==> src/sv/bitmap_object_allocator_macros.svh <==
// ----------------------------------------------------------------------------
// Bitmap object allocator assertion macros
// Concurrent assertion wrappers, empty when SYNTH is defined.
// ----------------------------------------------------------------------------
`ifndef BITMAP_OBJECT_ALLOCATOR_MACROS_SVH
`define BITMAP_OBJECT_ALLOCATOR_MACROS_SVH
`ifndef SYNTH
`define BOA_ASSERT_IMPL(label, ck, rn, ante, cons, msg) \
    label: assert property (@(posedge ck) disable iff (!rn) (ante) |-> (cons)) \
        else $error(msg);
`define BOA_ASSERT_NEXT(label, ck, rn, ante, cons, msg) \
    label: assert property (@(posedge ck) disable iff (!rn) (ante) |=> (cons)) \
        else $error(msg);
`else
`define BOA_ASSERT_IMPL(label, ck, rn, ante, cons, msg)
`define BOA_ASSERT_NEXT(label, ck, rn, ante, cons, msg)
`endif
`endif

==> src/sv/boa_pkg.sv <==
// ----------------------------------------------------------------------------
// Bitmap object allocator package
// Sizes, codes, payload types and helpers shared by the allocator files.
// ----------------------------------------------------------------------------
package boa_pkg;

    localparam int MAX_OBJECTS = 1024;
    localparam int WORD_BITS   = 32;
    localparam int MAP_WORDS   = MAX_OBJECTS / WORD_BITS;

    localparam int BIT_IDX_W   = $clog2(WORD_BITS);
    localparam int MAP_ADDR_W  = $clog2(MAP_WORDS);
    localparam int INDEX_W     = $clog2(MAX_OBJECTS);
    localparam int COUNT_W     = $clog2(MAX_OBJECTS + 1);
    localparam int WORDS_W     = $clog2(MAP_WORDS + 1);

    localparam int ADDR_W      = 48;
    localparam int SIZE_W      = 17;
    localparam int OBJ_CNT_W   = 11;
    localparam int LEN_W       = 17;
    localparam int HINT_W      = 6;
    localparam int PROD_W      = SIZE_W + INDEX_W;

    localparam int CFG_IDX_W   = 2;
    localparam int CFG_DATA_W  = 48;

    localparam logic [CFG_IDX_W-1:0] CFG_BASE_ADDRESS = 2'd0;
    localparam logic [CFG_IDX_W-1:0] CFG_OBJECT_SIZE  = 2'd1;
    localparam logic [CFG_IDX_W-1:0] CFG_OBJECT_COUNT = 2'd2;

    localparam logic [ADDR_W-1:0]    BASE_RESET  = '0;
    localparam logic [SIZE_W-1:0]    SIZE_RESET  = 17'd2048;
    localparam logic [OBJ_CNT_W-1:0] COUNT_RESET = 11'd1024;

    localparam logic FUNC_ALLOC = 1'b0;
    localparam logic FUNC_FREE  = 1'b1;

    typedef enum logic [2:0] {
        STAT_OK              = 3'd0,
        STAT_BAD_INDEX       = 3'd1,
        STAT_DOUBLE_FREE     = 3'd2,
        STAT_TOO_LARGE       = 3'd3,
        STAT_POOL_EMPTY      = 3'd4,
        STAT_NONE_AFTER_HINT = 3'd5
    } status_t;

    typedef enum logic [2:0] {
        S_IDLE,
        S_DECIDE,
        S_SCAN,
        S_FREE_CHK,
        S_MUL,
        S_ADD,
        S_RESULT
    } state_t;

    typedef struct packed {
        logic               func;
        logic [LEN_W-1:0]   request_length;
        logic [HINT_W-1:0]  start_hint;
        logic [INDEX_W-1:0] free_index;
    } in_item_t;

    typedef struct packed {
        status_t            status;
        logic [INDEX_W-1:0] alloc_index;
        logic [ADDR_W-1:0]  alloc_address;
        logic [HINT_W-1:0]  next_hint;
    } out_item_t;

    typedef struct packed {
        logic                  rd_en;
        logic [MAP_ADDR_W-1:0] rd_addr;
        logic                  wr_en;
        logic [MAP_ADDR_W-1:0] wr_addr;
        logic [WORD_BITS-1:0]  wr_data;
    } map_req_t;

    function automatic logic [BIT_IDX_W-1:0] lowest_set(input logic [WORD_BITS-1:0] w);
        logic [BIT_IDX_W-1:0] pos;
        pos = '0;
        for (int b = WORD_BITS - 1; b >= 0; b--)
        begin
            if (w[b])
            begin
                pos = BIT_IDX_W'(b);
            end
        end
        return pos;
    endfunction

endpackage

==> src/sv/boa_if.sv <==
// ----------------------------------------------------------------------------
// Bitmap object allocator channels
// Valid/ready channels for requests and results.
// ----------------------------------------------------------------------------
interface boa_in_if;
    logic             valid;
    logic             ready;
    boa_pkg::in_item_t data;

    modport source (output valid, output data, input ready);
    modport sink   (input valid, input data, output ready);
endinterface

interface boa_out_if;
    logic              valid;
    logic              ready;
    boa_pkg::out_item_t data;

    modport source (output valid, output data, input ready);
    modport sink   (input valid, input data, output ready);
endinterface

==> src/sv/boa_map_mem.sv <==
// ----------------------------------------------------------------------------
// Bitmap object allocator free map memory
// One read and one write port, registered read, per-word valid bits so that
// unwritten words read as zero after reset.
// ----------------------------------------------------------------------------
module boa_map_mem
(
    input  logic                            clk,
    input  logic                            rst_n,
    input  boa_pkg::map_req_t               req,
    output logic [boa_pkg::WORD_BITS-1:0]   rd_data
);

    logic [boa_pkg::WORD_BITS-1:0] mem [boa_pkg::MAP_WORDS];
    logic [boa_pkg::MAP_WORDS-1:0] valid_reg;
    logic [boa_pkg::WORD_BITS-1:0] rd_data_reg;
    logic                          rd_valid_reg;

    always_ff @(posedge clk)
    begin
        if (req.wr_en)
        begin
            mem[req.wr_addr] <= req.wr_data;
        end
        if (req.rd_en)
        begin
            rd_data_reg <= mem[req.rd_addr];
        end
    end

    always_ff @(posedge clk or negedge rst_n)
    begin
        if (!rst_n)
        begin
            valid_reg    <= '0;
            rd_valid_reg <= 1'b0;
        end
        else
        begin
            if (req.wr_en)
            begin
                valid_reg[req.wr_addr] <= 1'b1;
            end
            if (req.rd_en)
            begin
                rd_valid_reg <= valid_reg[req.rd_addr];
            end
        end
    end

    assign rd_data = rd_valid_reg ? rd_data_reg : '0;

endmodule

==> src/sv/boa_addr_unit.sv <==
// ----------------------------------------------------------------------------
// Bitmap object allocator address unit
// Two-stage base + size * index, wrapping at the address width.
// ----------------------------------------------------------------------------
module boa_addr_unit
(
    input  logic                            clk,
    input  logic [boa_pkg::ADDR_W-1:0]      base,
    input  logic [boa_pkg::SIZE_W-1:0]      size,
    input  logic [boa_pkg::INDEX_W-1:0]     index,
    output logic [boa_pkg::ADDR_W-1:0]      addr
);

    logic [boa_pkg::PROD_W-1:0] prod_reg;
    logic [boa_pkg::ADDR_W-1:0] addr_reg;

    always_ff @(posedge clk)
    begin
        prod_reg <= boa_pkg::PROD_W'(size) * boa_pkg::PROD_W'(index);
        addr_reg <= base + boa_pkg::ADDR_W'(prod_reg);
    end

    assign addr = addr_reg;

endmodule

==> src/sv/boa_ctrl.sv <==
// ----------------------------------------------------------------------------
// Bitmap object allocator controller
// Config registers, free count, scan sequencer and result register.
// ----------------------------------------------------------------------------
`include "bitmap_object_allocator_macros.svh"

module boa_ctrl
(
    input  logic                               clk,
    input  logic                               rst_n,
    input  logic                               cfg_we,
    input  logic [boa_pkg::CFG_IDX_W-1:0]      cfg_index,
    input  logic [boa_pkg::CFG_DATA_W-1:0]     cfg_data,
    boa_in_if.sink                             req,
    boa_out_if.source                          rsp,
    output boa_pkg::map_req_t                  map_req,
    input  logic [boa_pkg::WORD_BITS-1:0]      rd_data,
    output logic [boa_pkg::ADDR_W-1:0]         base,
    output logic [boa_pkg::SIZE_W-1:0]         size,
    output logic [boa_pkg::INDEX_W-1:0]        index,
    input  logic [boa_pkg::ADDR_W-1:0]         addr
);

    boa_pkg::state_t                    state_reg, state_next;
    boa_pkg::in_item_t                  item_reg, item_next;
    boa_pkg::status_t                   status_reg, status_next;
    logic [boa_pkg::INDEX_W-1:0]        index_reg, index_next;
    logic [boa_pkg::HINT_W-1:0]         hint_reg, hint_next;
    logic [boa_pkg::HINT_W-1:0]         word_reg, word_next;
    logic [boa_pkg::COUNT_W-1:0]        free_count_reg, free_count_next;
    logic [boa_pkg::ADDR_W-1:0]         base_reg;
    logic [boa_pkg::SIZE_W-1:0]         size_reg;
    logic [boa_pkg::OBJ_CNT_W-1:0]      count_reg;
    logic                               out_valid_reg, out_valid_next;
    boa_pkg::out_item_t                 out_data_reg, out_data_next;

    logic [boa_pkg::OBJ_CNT_W-1:0]      valid_objs;
    logic [boa_pkg::OBJ_CNT_W-1:0]      round_up;
    logic [boa_pkg::WORDS_W-1:0]        words;
    logic [boa_pkg::HINT_W-1:0]         word_inc;
    logic                               bad_index;
    logic                               too_large;
    logic                               pool_empty;
    logic                               hint_past;
    logic                               word_hit;
    logic                               scan_end;
    logic                               bit_set;
    logic                               out_load;

    // derived pool geometry
    assign valid_objs = (count_reg > boa_pkg::OBJ_CNT_W'(boa_pkg::MAX_OBJECTS))
                      ? boa_pkg::OBJ_CNT_W'(boa_pkg::MAX_OBJECTS) : count_reg;
    assign round_up   = valid_objs + boa_pkg::OBJ_CNT_W'(boa_pkg::WORD_BITS - 1);
    assign words      = boa_pkg::WORDS_W'(round_up >> boa_pkg::BIT_IDX_W);

    assign bad_index  = boa_pkg::OBJ_CNT_W'(item_reg.free_index) >= valid_objs;
    assign too_large  = item_reg.request_length > size_reg;
    assign pool_empty = (free_count_reg == '0);
    assign hint_past  = item_reg.start_hint >= boa_pkg::HINT_W'(words);
    assign word_hit   = (rd_data != '0);
    assign word_inc   = word_reg + boa_pkg::HINT_W'(1);
    assign scan_end   = word_inc >= boa_pkg::HINT_W'(words);
    assign bit_set    = rd_data[item_reg.free_index[boa_pkg::BIT_IDX_W-1:0]];
    assign out_load   = (state_reg == boa_pkg::S_RESULT) && (!out_valid_reg || rsp.ready);

    // next state
    always_comb
    begin
        state_next = state_reg;
        unique case (state_reg)
            boa_pkg::S_IDLE:
            begin
                if (req.valid)
                begin
                    state_next = boa_pkg::S_DECIDE;
                end
            end
            boa_pkg::S_DECIDE:
            begin
                if (item_reg.func == boa_pkg::FUNC_FREE)
                begin
                    state_next = bad_index ? boa_pkg::S_RESULT : boa_pkg::S_FREE_CHK;
                end
                else if (too_large || pool_empty || hint_past)
                begin
                    state_next = boa_pkg::S_RESULT;
                end
                else
                begin
                    state_next = boa_pkg::S_SCAN;
                end
            end
            boa_pkg::S_SCAN:
            begin
                if (word_hit)
                begin
                    state_next = boa_pkg::S_MUL;
                end
                else if (scan_end)
                begin
                    state_next = boa_pkg::S_RESULT;
                end
            end
            boa_pkg::S_FREE_CHK: state_next = boa_pkg::S_RESULT;
            boa_pkg::S_MUL:      state_next = boa_pkg::S_ADD;
            boa_pkg::S_ADD:      state_next = boa_pkg::S_RESULT;
            boa_pkg::S_RESULT:
            begin
                if (out_load)
                begin
                    state_next = boa_pkg::S_IDLE;
                end
            end
            default:             state_next = boa_pkg::S_IDLE;
        endcase
    end

    // outputs and datapath
    always_comb
    begin
        item_next        = item_reg;
        status_next      = status_reg;
        index_next       = index_reg;
        hint_next        = hint_reg;
        word_next        = word_reg;
        free_count_next  = free_count_reg;
        out_data_next    = out_data_reg;
        out_valid_next   = out_valid_reg && !rsp.ready;
        map_req.rd_en    = 1'b0;
        map_req.rd_addr  = word_reg[boa_pkg::MAP_ADDR_W-1:0];
        map_req.wr_en    = 1'b0;
        map_req.wr_addr  = word_reg[boa_pkg::MAP_ADDR_W-1:0];
        map_req.wr_data  = rd_data;
        req.ready        = 1'b0;

        unique case (state_reg)
            boa_pkg::S_IDLE:
            begin
                req.ready = 1'b1;
                if (req.valid)
                begin
                    item_next = req.data;
                end
            end
            boa_pkg::S_DECIDE:
            begin
                index_next = '0;
                if (item_reg.func == boa_pkg::FUNC_FREE)
                begin
                    hint_next = '0;
                    if (bad_index)
                    begin
                        status_next = boa_pkg::STAT_BAD_INDEX;
                    end
                    else
                    begin
                        map_req.rd_en   = 1'b1;
                        map_req.rd_addr =
                            item_reg.free_index[boa_pkg::INDEX_W-1:boa_pkg::BIT_IDX_W];
                        word_next       = boa_pkg::HINT_W'(
                            item_reg.free_index[boa_pkg::INDEX_W-1:boa_pkg::BIT_IDX_W]);
                    end
                end
                else
                begin
                    hint_next = item_reg.start_hint;
                    if (too_large)
                    begin
                        status_next = boa_pkg::STAT_TOO_LARGE;
                    end
                    else if (pool_empty)
                    begin
                        status_next = boa_pkg::STAT_POOL_EMPTY;
                    end
                    else if (hint_past)
                    begin
                        status_next = boa_pkg::STAT_NONE_AFTER_HINT;
                    end
                    else
                    begin
                        map_req.rd_en   = 1'b1;
                        map_req.rd_addr = item_reg.start_hint[boa_pkg::MAP_ADDR_W-1:0];
                        word_next       = item_reg.start_hint;
                    end
                end
            end
            boa_pkg::S_SCAN:
            begin
                if (word_hit)
                begin
                    map_req.wr_en   = 1'b1;
                    map_req.wr_data = rd_data & (rd_data - boa_pkg::WORD_BITS'(1));
                    free_count_next = free_count_reg - boa_pkg::COUNT_W'(1);
                    index_next      = {word_reg[boa_pkg::MAP_ADDR_W-1:0],
                                       boa_pkg::lowest_set(rd_data)};
                    hint_next       = word_reg;
                    status_next     = boa_pkg::STAT_OK;
                end
                else if (scan_end)
                begin
                    hint_next   = boa_pkg::HINT_W'(words);
                    status_next = boa_pkg::STAT_NONE_AFTER_HINT;
                end
                else
                begin
                    map_req.rd_en   = 1'b1;
                    map_req.rd_addr = word_inc[boa_pkg::MAP_ADDR_W-1:0];
                    word_next       = word_inc;
                end
            end
            boa_pkg::S_FREE_CHK:
            begin
                if (bit_set)
                begin
                    status_next = boa_pkg::STAT_DOUBLE_FREE;
                end
                else
                begin
                    map_req.wr_en   = 1'b1;
                    map_req.wr_data = rd_data | (boa_pkg::WORD_BITS'(1)
                                      << item_reg.free_index[boa_pkg::BIT_IDX_W-1:0]);
                    free_count_next = free_count_reg + boa_pkg::COUNT_W'(1);
                    status_next     = boa_pkg::STAT_OK;
                end
            end
            boa_pkg::S_MUL:
            begin
            end
            boa_pkg::S_ADD:
            begin
            end
            boa_pkg::S_RESULT:
            begin
                if (out_load)
                begin
                    out_valid_next             = 1'b1;
                    out_data_next.status       = status_reg;
                    out_data_next.alloc_index  = index_reg;
                    out_data_next.next_hint    = hint_reg;
                    out_data_next.alloc_address =
                        (status_reg == boa_pkg::STAT_OK && item_reg.func == boa_pkg::FUNC_ALLOC)
                        ? addr : '0;
                end
            end
            default:
            begin
            end
        endcase
    end

    always_ff @(posedge clk or negedge rst_n)
    begin
        if (!rst_n)
        begin
            state_reg      <= boa_pkg::S_IDLE;
            free_count_reg <= '0;
            out_valid_reg  <= 1'b0;
            base_reg       <= boa_pkg::BASE_RESET;
            size_reg       <= boa_pkg::SIZE_RESET;
            count_reg      <= boa_pkg::COUNT_RESET;
        end
        else
        begin
            state_reg      <= state_next;
            free_count_reg <= free_count_next;
            out_valid_reg  <= out_valid_next;
            if (cfg_we)
            begin
                unique case (cfg_index)
                    boa_pkg::CFG_BASE_ADDRESS: base_reg  <= cfg_data[boa_pkg::ADDR_W-1:0];
                    boa_pkg::CFG_OBJECT_SIZE:  size_reg  <= cfg_data[boa_pkg::SIZE_W-1:0];
                    boa_pkg::CFG_OBJECT_COUNT: count_reg <= cfg_data[boa_pkg::OBJ_CNT_W-1:0];
                    default:
                    begin
                    end
                endcase
            end
        end
    end

    always_ff @(posedge clk)
    begin
        item_reg     <= item_next;
        status_reg   <= status_next;
        index_reg    <= index_next;
        hint_reg     <= hint_next;
        word_reg     <= word_next;
        out_data_reg <= out_data_next;
    end

    assign rsp.valid = out_valid_reg;
    assign rsp.data  = out_data_reg;
    assign base      = base_reg;
    assign size      = size_reg;
    assign index     = index_reg;

    `BOA_ASSERT_IMPL(a_count_bound, clk, rst_n, 1'b1,
        free_count_reg <= boa_pkg::COUNT_W'(boa_pkg::MAX_OBJECTS), "free count over pool size")
    `BOA_ASSERT_IMPL(a_write_state, clk, rst_n, map_req.wr_en,
        state_reg == boa_pkg::S_SCAN || state_reg == boa_pkg::S_FREE_CHK, "map write out of place")
    `BOA_ASSERT_NEXT(a_hit_to_mul, clk, rst_n, state_reg == boa_pkg::S_SCAN && word_hit,
        state_reg == boa_pkg::S_MUL && status_reg == boa_pkg::STAT_OK, "scan hit not taken")

endmodule

==> src/sv/bitmap_object_allocator.sv <==
// ----------------------------------------------------------------------------
// Bitmap object allocator
// First-fit allocator of fixed-size objects over a bitmap of 32-bit words.
// ----------------------------------------------------------------------------
// Usage:
//   req carries one allocate or free request per transfer; rsp returns exactly
//   one result per request, in order. Both are valid/ready channels.
//   cfg_we/cfg_index/cfg_data write base address, object size and object
//   count; write only while no request is in flight.
//   A free reads its map word, then checks the bit and writes it back; an
//   allocate scans from start_hint over n bitmap words (n <= 32, one map
//   read per cycle) and on a hit forms base + size * index in the product
//   and address registers of the address unit. A free with an index out of
//   range, a scan that finds none and a request rejected before the scan go
//   straight to the result. One request is in process at a time; the next
//   is taken in the cycle after the prior result enters the output register.
//   Reset: every object is in use, free count zero, registers at base 0,
//   size 2048, count 1024; the pool is filled by free requests.
//   A stalled rsp holds its result; one finished result may wait there while
//   the next request is processed.
// ----------------------------------------------------------------------------
module bitmap_object_allocator
(
    input  logic                            clk,
    input  logic                            rst_n,
    input  logic                            cfg_we,
    input  logic [boa_pkg::CFG_IDX_W-1:0]   cfg_index,
    input  logic [boa_pkg::CFG_DATA_W-1:0]  cfg_data,
    boa_in_if.sink                          req,
    boa_out_if.source                       rsp
);

    boa_pkg::map_req_t                  map_req;
    logic [boa_pkg::WORD_BITS-1:0]      rd_data;
    logic [boa_pkg::ADDR_W-1:0]         base;
    logic [boa_pkg::SIZE_W-1:0]         size;
    logic [boa_pkg::INDEX_W-1:0]        index;
    logic [boa_pkg::ADDR_W-1:0]         addr;

    boa_ctrl u_ctrl
    (
        .clk       (clk),
        .rst_n     (rst_n),
        .cfg_we    (cfg_we),
        .cfg_index (cfg_index),
        .cfg_data  (cfg_data),
        .req       (req),
        .rsp       (rsp),
        .map_req   (map_req),
        .rd_data   (rd_data),
        .base      (base),
        .size      (size),
        .index     (index),
        .addr      (addr)
    );

    boa_map_mem u_map
    (
        .clk     (clk),
        .rst_n   (rst_n),
        .req     (map_req),
        .rd_data (rd_data)
    );

    boa_addr_unit u_addr
    (
        .clk   (clk),
        .base  (base),
        .size  (size),
        .index (index),
        .addr  (addr)
    );

endmodule
==> src/flat_wrapper.sv <==
// flat-port wrapper written by rule: the top's interface ports become plain ports
module bitmap_object_allocator_flat 
  (clk, rst_n, cfg_we, cfg_index, cfg_data, req_valid, req_data, req_ready, rsp_valid, rsp_data, rsp_ready);
  boa_in_if req_i ();
  boa_out_if rsp_i ();
  input  logic clk;
  input  logic rst_n;
  input  logic cfg_we;
  input  logic [boa_pkg::CFG_IDX_W-1:0] cfg_index;
  input  logic [boa_pkg::CFG_DATA_W-1:0] cfg_data;
  input wire logic [$bits(req_i.valid)-1:0] req_valid;
  input wire logic [$bits(req_i.data)-1:0] req_data;
  output wire logic [$bits(req_i.ready)-1:0] req_ready;
  output wire logic [$bits(rsp_i.valid)-1:0] rsp_valid;
  output wire logic [$bits(rsp_i.data)-1:0] rsp_data;
  input wire logic [$bits(rsp_i.ready)-1:0] rsp_ready;
  assign req_i.valid = req_valid;
  assign req_i.data = req_data;
  assign req_ready = req_i.ready;
  assign rsp_valid = rsp_i.valid;
  assign rsp_data = rsp_i.data;
  assign rsp_i.ready = rsp_ready;
  bitmap_object_allocator u_core (.clk(clk), .rst_n(rst_n), .cfg_we(cfg_we), .cfg_index(cfg_index), .cfg_data(cfg_data), .req(req_i), .rsp(rsp_i));
endmodule
==> config.mk <==
export PLATFORM = sky130hd
export DESIGN_NAME = bitmap_object_allocator_flat
export DESIGN_NICKNAME = d
export VERILOG_FILES = /design/src/sv/boa_pkg.sv /design/src/sv/boa_if.sv /design/src/sv/boa_map_mem.sv /design/src/sv/boa_addr_unit.sv /design/src/sv/boa_ctrl.sv /design/src/sv/bitmap_object_allocator.sv /design/src/flat_wrapper.sv
export VERILOG_INCLUDE_DIRS = /design/src /design/src/sv
export SDC_FILE = /design/constraint.sdc
export NUM_CORES = 2
export LEC_CHECK = 0
export ABC_AREA = 1
export BUFFER_PORTS_ARGS = -buffer_cell sky130_fd_sc_hd__buf_2
export CAP_MARGIN = 30
export CELL_PAD_IN_SITES_DETAIL_PLACEMENT = 2
export CELL_PAD_IN_SITES_GLOBAL_PLACEMENT = 2
export CORE_UTILIZATION = 41
export DETAILED_ROUTE_END_ITERATION = 8
export GPL_ROUTABILITY_DRIVEN = 0
export PLACE_DENSITY_LB_ADDON = 0.1
export SLEW_MARGIN = 20
export SYNTH_ARGS = -nofsm -noshare
export SYNTH_HDL_FRONTEND = slang
export SYNTH_SLANG_ARGS = --single-unit
==> constraint.sdc <==
create_clock -name clk -period 15.4 [get_ports clk]
set_input_delay 1.54 -clock clk [delete_from_list [all_inputs] [get_ports clk]]
set_output_delay 1.54 -clock clk [all_outputs]
set_load 0.05 [all_outputs]
==> run summary <==
Vias in the first global route: 47900
Ys flop type: edfxtp_1
Unique masters post-synth: 62
Switch share: 40.17%
Clk_skew: 53.70 ps
Overflow after GRT: 0
Leak Pwr: 26.83 nW
Cell-internal power: 8.678 mW
First-pass GRT wire length: 319500 um
Total GRT Usage: 27.56%
Yosys reg bits: 1381
Die X: 396.2 um
Worst-Skew Late Latency: 800 ps
Actual slew at the worst max-slew pin: 1027 ps
Post-synthesis sequential area ratio: 62.96%
Share of the synthesized area in the top cell type: 55.72%
Post-Syn Area: 63700 um^2
Iter 0 DRT Violations: 3207
FP Rows: 144
RSZ-0062 raised after global routing: false
Cell Pwr Density: 201.6 nW/um^2
# IOs: 158
Outcome: finished, violations left
Post-Syn Nets: 5707
Antenna-violating nets left: 0
TritonCTS Buffers: 155
Area grow syn2layout: 12.93%
Period utilisation layout: 46.57%
Tmin final: 7171 ps
Most frequent cells after synthesis: 1182 x edfxtp_1, 677 x nand2_1, 525 x o211ai_1
Setup Buffers After CTS: 0
NetSw: 5.827 mW
CTS tree: built
Initial antenna violation count: 2
Sequential share of power: 34.0%
CTS Buffer Depth: 3
PnR worst setup slack: 8229 ps
Failing checks: DRC
Syn. warnings: 0
Mapped Avg Cell Area: 11.89 um^2
Comb power frac: 40.7%
DP Cell Count: 7358
Placed wire-length estimate: 125400 um
Most frequent CP cell: nand2_1
Headroom to the max-slew limit: 31.53%
Most common cell in the netlist: edfxtp_1
Initial Util: 41.30%
Area leader, netlist: edfxtp_1
Pre-CTS WS: 8457 ps
Htree depth: 4
Worst Path Max Fanout: 155
Routed length per instance: 28.36 um
Max reg flops: 1024
Largest net degree at the start of global routing: 200
Tot Pwr: 14.50 mW
Top cells by area, synth: edfxtp_1 56%, o211ai_1 6.2%, dfrtp_1 4.8%
Biggest register: u_core.u_map.mem
Nets@finish: 5826
Final cell count without fillers: 7644
Required @ worst endpoint: 16020 ps
Clock share of power: 25.3%
CP startpoint kind: flip-flop
DR DRC count: 110
Total core area: 154200 um^2
Final hold vios: 0
Drt first pass iters: 8
CP arrival: 7790 ps
Max IR drop VDD: 0.0001310 V
Clock Tree Root: clkbuf_16
Hold Path Class: reg -> reg
Slowest stage cell, crit path: buf_4
Routed WL: 216800 um
Final setup TNS: 0 ps
Total number of vias: 43750
CP Class: reg -> reg
Syn Inst Count: 5359
WHS: 421.0 ps
Slew Viols, Final: 0
Max incr delay on CP: 760 ps
TritonCTS Sinks: 1381
Die area: 156900 um^2
Hold_buf cts: 0
Max Cap Viol: 0
# resized after CTS: 0
Asr flop ratio synth: 8.979%
Setup crit end kind: flip-flop
Fmax: 0.1394 GHz
Clock transition at path regs: 60 ps
# setup viols final: 0
EDFF count, synth: 1182
Port Buffers: 157
Vias/cell: 5.723
Proportion of layout cells with a drive suffix above 1: 12.58%
Die H: 396.2 um
[path summary, 6_finish.rpt]
kind | start | to | slack, ps | depth (start not counted)
min | u_core.u_ctrl.hint_reg[4] | u_core.u_ctrl.rsp.data[4] | 420 | 0
min in group asynchronous | rst_n | u_core.u_map.valid_reg[11] | 800 | 1
max reg2reg | u_core.u_ctrl.count_reg[0] | u_core.u_map.rd_data_reg[13] | 8230 | 28
min reg2reg | u_core.u_ctrl.hint_reg[4] | u_core.u_ctrl.rsp.data[4] | 420 | 0
max in group asynchronous | rst_n | u_core.u_ctrl.base[28] | 13250 | 2
max | u_core.u_ctrl.count_reg[0] | u_core.u_map.rd_data_reg[13] | 8230 | 28
[final cells by class]
type	count	area (um^2)
fill	15300	82290
sequential	1381	40100
multi-input combinational	3217	20790
clock buffer	196	4126
tap	2044	2557
timing repair buffer	264	1757
inverter	459	1748
clock inverter	81	843.3
antenna	2	5.005
[per-stage QoR]
step                utilization (%)  area [um^2]
finish                        46.64        71930
global route                  46.64        71930
CTS                           46.57        71820
detailed placement            43.34        66850
global placement              43.26        66720
floorplan                         -        63700
[cell families after synthesis]
group                    Yosys count  synth area share (%)
XOR/XNOR                          80                 1.100
buffers and inverters            761                 5.147
AO/OA/AOI/OAI                   1032                 10.53
adder cells (fa/ha/maj)          259                 6.502
multiplexers                      27                0.4773
flip-flops                      1381                 62.96
AND/OR/NAND/NOR                 1819                 13.28
[worst max-delay path, delay by kind of cell (launching register included)]
| family | cells | cell delay [ps] |
|---|---|---|
| AOI/OAI and AO/OA | 7 | 1120 |
| adders and majority gates | 1 | 350 |
| buffers and inverters | 5 | 2360 |
| DFF | 1 | 400 |
| and+or+nand+nor | 15 | 2310 |
[per-layer routing]
metal	share of wire (%)	track usage, %	wire [um]
met1	42	35.30	91680
met2	51	48.87	110000
met3	4.3	3.222	9226
met4	2.7	7.970	5799
met5	0	0	0
[power groups by stage]
stage	sequential (mW)	clock [mW]	combinational, mW
floorplan	5.00	0	3.90
global route	4.96	3.86	6.57
CTS	4.94	3.74	6.00
detailed placement	5.01	0	5.93
global placement	4.99	0	5.69
finish	4.93	3.67	5.91
[layout by cell type (no fill, tap or decap), drive strengths merged, types with 120 or more instances in the layout]
cell type | synthesis | routed
o211ai | 529 | 529
nand3 | 311 | 311
buf | 161 | 264
dfrtp | 122 | 122
ha | 139 | 139
clkbuf | 141 | 196
nand2 | 698 | 698
edfxtp | 1182 | 1182
o21ai | 307 | 307
fa | 120 | 120
inv | 456 | 460
nor2 | 384 | 384
or2 | 365 | 365
Note: power is estimated with default switching activity, not from simulation.
